--- config.mk ---
export PLATFORM = sky130hd
export DESIGN_NAME = pdc_mac
export DESIGN_NICKNAME = d
export VERILOG_FILES = /design/src/rtl/pdc_pkg.sv /design/src/rtl/pdc_mac.sv
export SDC_FILE = /design/constraint.sdc
export NUM_CORES = 2
export LEC_CHECK = 0
export ABC_AREA = 1
export BUFFER_PORTS_ARGS = -buffer_cell sky130_fd_sc_hd__clkbuf_2
export CAP_MARGIN = 40
export CORE_MARGIN = 3
export CORE_UTILIZATION = 60
export CTS_CLUSTER_SIZE = 28
export DETAILED_ROUTE_END_ITERATION = 12
export HOLD_SLACK_MARGIN = 0.03
export PLACE_DENSITY = 0.78
export SKIP_CTS_REPAIR_TIMING = 1
export SLEW_MARGIN = 20
export SYNTH_ARGS = -nofsm -noshare
export SYNTH_HDL_FRONTEND = slang
export SYNTH_SLANG_ARGS = --single-unit
--- constraint.sdc ---
create_clock -name clk -period 10.18 [get_ports clk]
set_input_delay 0.509 -clock clk [delete_from_list [all_inputs] [get_ports clk]]
set_output_delay 0.509 -clock clk [all_outputs]
set_load 0.01 [all_outputs]
--- src/rtl/pdc_pkg.sv ---
// pdc_pkg: shared types, operand codes and the micro-program of the pose composer
// used by pdc_mac and pose_delta_composer_unit; depends on nothing
package pdc_pkg;

  localparam int unsigned PC_W = 7;
  localparam int unsigned ACC_W = 40;

  localparam logic signed [31:0] ONE_Q30 = 32'sh4000_0000;

  // operand source codes
  localparam logic [4:0] SRC_Q1X = 5'd0;
  localparam logic [4:0] SRC_Q1Y = 5'd1;
  localparam logic [4:0] SRC_Q1Z = 5'd2;
  localparam logic [4:0] SRC_Q1W = 5'd3;
  localparam logic [4:0] SRC_Q2X = 5'd4;
  localparam logic [4:0] SRC_Q2Y = 5'd5;
  localparam logic [4:0] SRC_Q2Z = 5'd6;
  localparam logic [4:0] SRC_Q2W = 5'd7;
  localparam logic [4:0] SRC_P2X = 5'd8;
  localparam logic [4:0] SRC_P2Y = 5'd9;
  localparam logic [4:0] SRC_P2Z = 5'd10;
  localparam logic [4:0] SRC_NP2X = 5'd11;
  localparam logic [4:0] SRC_NP2Y = 5'd12;
  localparam logic [4:0] SRC_NP2Z = 5'd13;
  localparam logic [4:0] SRC_R1 = 5'd14;

  // operation codes
  localparam logic [1:0] OP_LOAD = 2'd0;
  localparam logic [1:0] OP_COMPOSE = 2'd1;
  localparam logic [1:0] OP_COMPOSE_JAC = 2'd2;

  // program layout
  localparam logic [PC_W-1:0] PC_R2 = 7'd18;
  localparam logic [PC_W-1:0] PC_QUAT = 7'd36;
  localparam logic [PC_W-1:0] PC_POS_END = 7'd60;
  localparam logic [PC_W-1:0] PC_JAC_END = 7'd78;

  // result slots
  localparam logic [3:0] SLOT_POS = 4'd0;
  localparam logic [3:0] SLOT_QUAT = 4'd1;
  localparam logic [3:0] SLOT_JAC_LAST = 4'd10;
  localparam logic [3:0] N_COMPOSE = 4'd2;
  localparam logic [3:0] N_COMPOSE_JAC = 4'd11;

  typedef enum logic [1:0] {I_ACC, I_ZERO, I_ONE, I_P} init_t;
  typedef enum logic [2:0] {D_NONE, D_R1, D_R2, D_NP, D_NQ, D_JAC} dkind_t;

  typedef struct packed {
    logic [4:0] a;
    logic [4:0] b;
    logic       neg;
    logic       dbl;
    init_t      init;
    dkind_t     dk;
    logic [3:0] di;
  } step_t;

  typedef struct packed {
    logic               neg;
    logic               dbl;
    logic               init_en;
    logic signed [31:0] init_val;
    dkind_t             dk;
    logic [3:0]         di;
  } mac_ctl_t;

  typedef struct packed {
    logic               en;
    dkind_t             dk;
    logic [3:0]         di;
    logic signed [31:0] data;
  } wb_t;

  function automatic logic signed [31:0] sat32(logic signed [ACC_W-1:0] v);
    logic signed [31:0] r;
    if (v > 40'sd2147483647) r = 32'sh7fff_ffff;
    else if (v < -40'sd2147483648) r = 32'sh8000_0000;
    else r = v[31:0];
    return r;
  endfunction

  function automatic step_t mk(logic [4:0] a, logic [4:0] b, logic neg, logic dbl,
                               init_t init, dkind_t dk, logic [3:0] di);
    step_t s;
    s.a = a; s.b = b; s.neg = neg; s.dbl = dbl;
    s.init = init; s.dk = dk; s.di = di;
    return s;
  endfunction

  // rotation matrix entries, two products each, doubled
  function automatic step_t rot_step(logic [4:0] base, logic [4:0] j, dkind_t dk);
    logic [4:0] x, y, z, w;
    step_t s;
    x = base;
    y = base + 5'd1;
    z = base + 5'd2;
    w = base + 5'd3;
    unique case (j)
      5'd0: s = mk(y, y, 1'b1, 1'b1, I_ONE, D_NONE, 4'd0);
      5'd1: s = mk(z, z, 1'b1, 1'b1, I_ACC, dk, 4'd0);
      5'd2: s = mk(x, y, 1'b0, 1'b1, I_ZERO, D_NONE, 4'd0);
      5'd3: s = mk(z, w, 1'b1, 1'b1, I_ACC, dk, 4'd1);
      5'd4: s = mk(x, z, 1'b0, 1'b1, I_ZERO, D_NONE, 4'd0);
      5'd5: s = mk(y, w, 1'b0, 1'b1, I_ACC, dk, 4'd2);
      5'd6: s = mk(x, y, 1'b0, 1'b1, I_ZERO, D_NONE, 4'd0);
      5'd7: s = mk(z, w, 1'b0, 1'b1, I_ACC, dk, 4'd3);
      5'd8: s = mk(x, x, 1'b1, 1'b1, I_ONE, D_NONE, 4'd0);
      5'd9: s = mk(z, z, 1'b1, 1'b1, I_ACC, dk, 4'd4);
      5'd10: s = mk(y, z, 1'b0, 1'b1, I_ZERO, D_NONE, 4'd0);
      5'd11: s = mk(x, w, 1'b1, 1'b1, I_ACC, dk, 4'd5);
      5'd12: s = mk(x, z, 1'b0, 1'b1, I_ZERO, D_NONE, 4'd0);
      5'd13: s = mk(y, w, 1'b1, 1'b1, I_ACC, dk, 4'd6);
      5'd14: s = mk(y, z, 1'b0, 1'b1, I_ZERO, D_NONE, 4'd0);
      5'd15: s = mk(x, w, 1'b0, 1'b1, I_ACC, dk, 4'd7);
      5'd16: s = mk(x, x, 1'b1, 1'b1, I_ONE, D_NONE, 4'd0);
      5'd17: s = mk(y, y, 1'b1, 1'b1, I_ACC, dk, 4'd8);
      default: s = mk(x, x, 1'b0, 1'b0, I_ACC, D_NONE, 4'd0);
    endcase
    return s;
  endfunction

  function automatic step_t prog(logic [PC_W-1:0] pc);
    step_t s;
    if (pc < PC_R2) begin
      s = rot_step(SRC_Q1X, pc[4:0], D_R1);
    end else if (pc < PC_QUAT) begin
      s = rot_step(SRC_Q2X, 5'(pc - PC_R2), D_R2);
    end else begin
      unique case (pc)
        // hamilton product, scalar first
        7'd36: s = mk(SRC_Q1W, SRC_Q2W, 1'b0, 1'b0, I_ZERO, D_NONE, 4'd0);
        7'd37: s = mk(SRC_Q1X, SRC_Q2X, 1'b1, 1'b0, I_ACC, D_NONE, 4'd0);
        7'd38: s = mk(SRC_Q1Y, SRC_Q2Y, 1'b1, 1'b0, I_ACC, D_NONE, 4'd0);
        7'd39: s = mk(SRC_Q1Z, SRC_Q2Z, 1'b1, 1'b0, I_ACC, D_NQ, 4'd3);
        7'd40: s = mk(SRC_Q1W, SRC_Q2X, 1'b0, 1'b0, I_ZERO, D_NONE, 4'd0);
        7'd41: s = mk(SRC_Q1X, SRC_Q2W, 1'b0, 1'b0, I_ACC, D_NONE, 4'd0);
        7'd42: s = mk(SRC_Q1Y, SRC_Q2Z, 1'b0, 1'b0, I_ACC, D_NONE, 4'd0);
        7'd43: s = mk(SRC_Q1Z, SRC_Q2Y, 1'b1, 1'b0, I_ACC, D_NQ, 4'd0);
        7'd44: s = mk(SRC_Q1W, SRC_Q2Y, 1'b0, 1'b0, I_ZERO, D_NONE, 4'd0);
        7'd45: s = mk(SRC_Q1X, SRC_Q2Z, 1'b1, 1'b0, I_ACC, D_NONE, 4'd0);
        7'd46: s = mk(SRC_Q1Y, SRC_Q2W, 1'b0, 1'b0, I_ACC, D_NONE, 4'd0);
        7'd47: s = mk(SRC_Q1Z, SRC_Q2X, 1'b0, 1'b0, I_ACC, D_NQ, 4'd1);
        7'd48: s = mk(SRC_Q1W, SRC_Q2Z, 1'b0, 1'b0, I_ZERO, D_NONE, 4'd0);
        7'd49: s = mk(SRC_Q1X, SRC_Q2Y, 1'b0, 1'b0, I_ACC, D_NONE, 4'd0);
        7'd50: s = mk(SRC_Q1Y, SRC_Q2X, 1'b1, 1'b0, I_ACC, D_NONE, 4'd0);
        7'd51: s = mk(SRC_Q1Z, SRC_Q2W, 1'b0, 1'b0, I_ACC, D_NQ, 4'd2);
        // position p1 + R1 p2
        7'd52: s = mk(SRC_R1 + 5'd0, SRC_P2X, 1'b0, 1'b0, I_P, D_NONE, 4'd0);
        7'd53: s = mk(SRC_R1 + 5'd1, SRC_P2Y, 1'b0, 1'b0, I_ACC, D_NONE, 4'd0);
        7'd54: s = mk(SRC_R1 + 5'd2, SRC_P2Z, 1'b0, 1'b0, I_ACC, D_NP, 4'd0);
        7'd55: s = mk(SRC_R1 + 5'd3, SRC_P2X, 1'b0, 1'b0, I_P, D_NONE, 4'd1);
        7'd56: s = mk(SRC_R1 + 5'd4, SRC_P2Y, 1'b0, 1'b0, I_ACC, D_NONE, 4'd0);
        7'd57: s = mk(SRC_R1 + 5'd5, SRC_P2Z, 1'b0, 1'b0, I_ACC, D_NP, 4'd1);
        7'd58: s = mk(SRC_R1 + 5'd6, SRC_P2X, 1'b0, 1'b0, I_P, D_NONE, 4'd2);
        7'd59: s = mk(SRC_R1 + 5'd7, SRC_P2Y, 1'b0, 1'b0, I_ACC, D_NONE, 4'd0);
        7'd60: s = mk(SRC_R1 + 5'd8, SRC_P2Z, 1'b0, 1'b0, I_ACC, D_NP, 4'd2);
        // -R1 skew(p2), zero terms of the skew matrix skipped
        7'd61: s = mk(SRC_R1 + 5'd1, SRC_P2Z, 1'b1, 1'b0, I_ZERO, D_NONE, 4'd0);
        7'd62: s = mk(SRC_R1 + 5'd2, SRC_NP2Y, 1'b1, 1'b0, I_ACC, D_JAC, 4'd0);
        7'd63: s = mk(SRC_R1 + 5'd0, SRC_NP2Z, 1'b1, 1'b0, I_ZERO, D_NONE, 4'd0);
        7'd64: s = mk(SRC_R1 + 5'd2, SRC_P2X, 1'b1, 1'b0, I_ACC, D_JAC, 4'd1);
        7'd65: s = mk(SRC_R1 + 5'd0, SRC_P2Y, 1'b1, 1'b0, I_ZERO, D_NONE, 4'd0);
        7'd66: s = mk(SRC_R1 + 5'd1, SRC_NP2X, 1'b1, 1'b0, I_ACC, D_JAC, 4'd2);
        7'd67: s = mk(SRC_R1 + 5'd4, SRC_P2Z, 1'b1, 1'b0, I_ZERO, D_NONE, 4'd0);
        7'd68: s = mk(SRC_R1 + 5'd5, SRC_NP2Y, 1'b1, 1'b0, I_ACC, D_JAC, 4'd3);
        7'd69: s = mk(SRC_R1 + 5'd3, SRC_NP2Z, 1'b1, 1'b0, I_ZERO, D_NONE, 4'd0);
        7'd70: s = mk(SRC_R1 + 5'd5, SRC_P2X, 1'b1, 1'b0, I_ACC, D_JAC, 4'd4);
        7'd71: s = mk(SRC_R1 + 5'd3, SRC_P2Y, 1'b1, 1'b0, I_ZERO, D_NONE, 4'd0);
        7'd72: s = mk(SRC_R1 + 5'd4, SRC_NP2X, 1'b1, 1'b0, I_ACC, D_JAC, 4'd5);
        7'd73: s = mk(SRC_R1 + 5'd7, SRC_P2Z, 1'b1, 1'b0, I_ZERO, D_NONE, 4'd0);
        7'd74: s = mk(SRC_R1 + 5'd8, SRC_NP2Y, 1'b1, 1'b0, I_ACC, D_JAC, 4'd6);
        7'd75: s = mk(SRC_R1 + 5'd6, SRC_NP2Z, 1'b1, 1'b0, I_ZERO, D_NONE, 4'd0);
        7'd76: s = mk(SRC_R1 + 5'd8, SRC_P2X, 1'b1, 1'b0, I_ACC, D_JAC, 4'd7);
        7'd77: s = mk(SRC_R1 + 5'd6, SRC_P2Y, 1'b1, 1'b0, I_ZERO, D_NONE, 4'd0);
        7'd78: s = mk(SRC_R1 + 5'd7, SRC_NP2X, 1'b1, 1'b0, I_ACC, D_JAC, 4'd8);
        default: s = mk(SRC_Q1X, SRC_Q1X, 1'b0, 1'b0, I_ACC, D_NONE, 4'd0);
      endcase
    end
    return s;
  endfunction

endpackage

--- src/rtl/pdc_mac.sv ---
// pdc_mac: shared multiply, round and accumulate pipeline of the pose composer
// depends on pdc_pkg
module pdc_mac (
  input  logic                clk,
  input  logic                rst,
  input  logic                issue,
  input  logic signed [32:0]  op_a,
  input  logic signed [32:0]  op_b,
  input  pdc_pkg::mac_ctl_t   ctl,
  output pdc_pkg::wb_t        wb
);

  logic                              v1, v2;
  logic signed [32:0]                oa, ob;
  pdc_pkg::mac_ctl_t                 c1, c2;
  logic signed [65:0]                prod;
  logic signed [65:0]                rnd;
  logic signed [pdc_pkg::ACC_W-1:0]  acc, acc_next, term, base;

  always_ff @(posedge clk) begin
    if (rst) begin
      v1 <= 1'b0;
      v2 <= 1'b0;
    end else begin
      v1 <= issue;
      v2 <= v1;
    end
    if (issue) begin
      oa <= op_a;
      ob <= op_b;
      c1 <= ctl;
    end
    if (v1) begin
      prod <= oa * ob;
      c2 <= c1;
    end
    if (v2) acc <= acc_next;
  end

  // round half up at bit 30, then optional negate and doubling
  always_comb begin
    rnd = prod + 66'sd536870912;
    term = pdc_pkg::ACC_W'($signed(rnd[65:30]));
    if (c2.neg) term = -term;
    if (c2.dbl) term = term <<< 1;
    base = c2.init_en ? pdc_pkg::ACC_W'(c2.init_val) : acc;
    acc_next = base + term;
    wb.en = v2 && (c2.dk != pdc_pkg::D_NONE);
    wb.dk = c2.dk;
    wb.di = c2.di;
    wb.data = pdc_pkg::sat32(acc_next);
  end

endmodule

### Word level (Yosys, flattened, before mapping)

Cells that the tools add are included.

| word-level totals | value |
|---|---|
| output and inout port bits | 40 |
| input bits | 111 |
| register bits after elaboration | 258 |

| operators by class | value |
|---|---|
| $add $sub $neg | 3 |
| $lt $le $gt $ge | 2 |
| $mul | 1 |
| reduce and logical (&&, ||, !) cells | 2 |
| muxes and demuxes | 5 |

Operators with widths:

| operator | count |
|---|---|
| 40-bit 2-to-1 mux | 3 |
| 66-bit by 31-bit adder with 66-bit output (second input constant) | 1 |
| 33-bit by 33-bit multiplier with 66-bit output | 1 |
| 32-bit 2-to-1 mux | 2 |
| 40-bit adder | 1 |
| 40-bit by 32-bit greater-than comparator with 1-bit output (second input constant) | 1 |
| 40-bit by 32-bit < comparator with 1-bit output (second input constant) | 1 |
| 36-bit negator with 40-bit output | 1 |
| 3-bit nonzero test | 1 |
| 1-bit logical AND | 1 |

### Depth between registers and ports, before layout

| depth | value |
|---|---|
| depth in word-level cells | 8 |
| gate-level depth with buffers | 39 |
| mapped depth without buffers | 38 |

### Worst setup path before layout

Ideal clock, no wire load.

| timing | value |
|---|---|
| path type | register to register |
| start | reg oa[32] |
| end | reg prod[59] (data pin) |
| path slack | 2.570 ns |
| path buffers | 2 |
| arrival time | 7.334 ns |
| data required time | 9.904 ns |
| period minus slack after synthesis | 7.610 ns |
| stages on the path, launching flop included | 25 |
| path through | edfxtp_1 -> clkbuf_1 -> clkbuf_1 -> nand2_1 -> inv_1 -> fa_1 -> fa_1 -> fa_1 -> inv_1 -> fa_1 -> inv_1 -> fa_1 -> fa_1 -> fa_1 -> inv_1 -> fa_1 -> inv_1 -> ha_1 -> nand2_1 -> nor2_1 -> inv_1 -> o21ai_0 -> a21oi_1 -> o311ai_0 -> xor2_1 |

| on the way | value |
|---|---|
| word-level cells in the longest chain between the ends | 1 |

Ends and longest elaborated chain:

| item | line | text |
|---|---|---|
| start: declaration | pdc_mac.sv:14 | `logic signed [32:0] oa, ob;` |
| start signal: assignment | pdc_mac.sv:29 | `oa <= op_a;` |
| 33-bit by 33-bit multiplier with 66-bit output | pdc_mac.sv:34 | `prod <= oa * ob;` |
| end signal: assignment | pdc_mac.sv:34 |  |
| end: declaration | pdc_mac.sv:16 | `logic signed [65:0] prod;` |

No other way between the ends.
A chain may end at the register's enable or synchronous reset.

### Worst setup path in the final report

| timing | value |
|---|---|
| start | reg oa[32] |
| end | reg prod[57] (data pin) |

The elaborated chain is that of the path after synthesis.

==> flow_metrics.tcl <==
set metrics [dict create \
    synth_edf_count 227 \
    maxSlewViolCount 0 \
    clockRootBuffer "clkbuf_16" \
    hold_depth 1 \
    maxCapViolCount 0 \
    ys_top_cells_by_area "fa_1 44%, edfxtp_1 13%, inv_1 13%" \
    synth.ff_latch_count 229 \
    async_flop_share_pct 0 \
    yosysUniqueCellTypes 49 \
    routedWlPerCell_um 19.0 \
    cp.arrival_ns 8.82 \
    dieArea_um2 91400 \
    tritoncts "yes" \
    grt_pass1_vias 43961 \
    synth.most_common_cell "inv_1" \
    final_layout_size_suffix_gt1_share_pct 6.36 \
    fin_crit_ns 8.43 \
    initial_core_util_pct 60.6 \
    ys.flop_type "edfxtp_1" \
    ctsLongestPathBuffers 3 \
    critPathKind "register to register" \
    cts_buffers 30 \
    antenna_left 0 \
    fp.dieH_um 302 \
    dr.pass1.iters 6 \
    layout.nets 7914 \
    die_x_um 302 \
    yosysWarnings 0 \
    endpoint_kind "register" \
    track_usage_pct 32.7 \
    via_count 40641 \
    status "completed" \
    synth_top_area_cell "fa_1" \
    fin_tns_setup_ns 0 \
    std_cell_rows 108 \
    post-place-ws_ns 1.81 \
    drt_iter0_markers 3429 \
    vias_per_cell 5.36 \
    worst_slew_margin_rel_pct 41.1 \
    core_area_um2 86900 \
    synth_common_cells "1796 x inv_1, 1629 x nand2_1, 1145 x fa_1" \
    avgSynthCellArea_um2 8.27 \
    worstMarginPinSlew_ns 0.884 \
    yosys.area.top_type_share_pct 43.5 \
    gp_congestion 0.954 \
    grt.overflow.total 0 \
    numPortBuffers 150 \
    crit_fanout 12 \
    clk_pin_slew_ns 0.06 \
    reg2regPathDepth 25 \
    setup_viol 0 \
    hpwl_um 121000 \
    grt_max_degree 71 \
    rsz0062_at_grt "no" \
    fin_area_um2 56100 \
    io_pins 151 \
    finalWorstSetupSlack_ns 1.75 \
    grt_first_pass_wirelength_um 232000 \
    drt-total-wl_um 144000 \
    ys_seq_area_share_pct 13.0 \
    antenna_found_initial 1 \
    synth_area_um2 52700 \
    synth_nets 7882 \
    area_growth_pct 6.40 \
    fillers 7196 \
    placed_area_um2 54600 \
    max_freq_mhz 119 \
    finalHoldViolCount 0 \
    startpoint_type "register" \
    hold_path_class "input port to register" \
    drc 0 \
    insertion_delay_ns 0.65 \
    crit_required_ns 10.57 \
    cts_max_level 1 \
    synth_cells 6373 \
    fin_worst_skew_ns 0.0250 \
    r2r_setup_slack_ns 1.75 \
    clock-sinks 229 \
    finalCritPeriodShare_pct 82.8 \
]
==> state kept, by name, indices dropped and copies added, names as in the netlist, 7 cells and up <==
signal  cells
oa         33
wb          7
c1         42
acc        40
ob         33
prod       37
c2         35
==> cells by family after synthesis <==
family | synth area share (%)
buf+inv | 15.2
simple gates | 16.6
compound gates | 3.63
fa+ha+maj | 49.5
mux | 0.0950
xor+xnor | 2.00
flops | 13.0
==> area by class of cell <==
| cell class | instances | area (µm²) | area share, % |
|---|---|---|---|
| repair buffers | 290 | 2060 | 3.68 |
| inverters | 1817 | 6820 | 12.2 |
| multi-input cells | 4037 | 37800 | 67.5 |
| flip-flops and latches | 229 | 6860 | 12.2 |
| diodes | 1 | 2.50 | 0.00446 |
| clock buffers | 37 | 817 | 1.46 |
| clock inverters | 19 | 210 | 0.375 |
| well taps | 1155 | 1450 | 2.58 |
==> placed cells by master, fill, tap and decap left out, types with 23 or more instances in the layout <==
cell type,instances
clkbuf_2,149
nand2_1,1629
nand3_1,82
clkbuf_16,30
nor2_1,302
inv_1,1796
dlygate4sd3_1,39
xnor2_1,42
fa_1,1144
edfxtp_1,227
ha_1,253
a21oi_1,137
nand4_1,26
buf_4,86
o21ai_0,119
a31oi_1,23
nand2_2,39
xor2_1,78
==> metrics by stage <==
| step | cells | hold slack, ns | util, % |
|---|---|---|---|
| floorplan | 6373 | 0.400 | - |
| CTS | 7541 | -0.0107 | 64.0 |
| finish | 7585 | 0.0392 | 64.5 |
| global placement | 7475 | 0.401 | 62.6 |
| detailed placement | 7485 | 0.405 | 62.8 |
| global route | 7585 | 0.0303 | 64.5 |
==> per-layer routing <==
layer	up-vias	global-route usage (%)	wire, µm	share of wire, %
met4	0	11.9	5980	4.2
met5	-	0	0	0
met1	20041	42.2	54900	38
met3	364	7.41	14600	10
li1	18246	-	-	-
met2	1990	54.3	68300	48
==> worst max-delay path, stage by stage (launching register included) <==
cell      delay, ns
edfxtp_1       0.72
nand2_1        0.18
inv_1          0.17
fa_1           0.48
fa_1           0.57
fa_2           0.54
buf_4          0.23
inv_1          0.10
fa_1           0.86
inv_1          0.44
fa_1           0.57
fa_1           0.52
fa_1           0.49
inv_1          0.05
fa_1           0.47
inv_1          0.04
ha_1           0.37
nand2_1        0.15
nor2_1         0.19
inv_1          0.09
nor2_1         0.09
inv_1          0.07
nor2_1         0.26
nand4_1        0.25
nand2_1        0.15
xor2_1         0.07
==> final timing paths <==
kind	from	to
max reg2reg	oa[32]	prod[57]
min	op_b[10]	ob[10]
min reg2reg	c1[25]	c2[25]
max	oa[32]	prod[57]
Power is left out: the tool's default activity adds up to more than one toggle a clock period on the data nets, which glitch-free logic cannot reach.
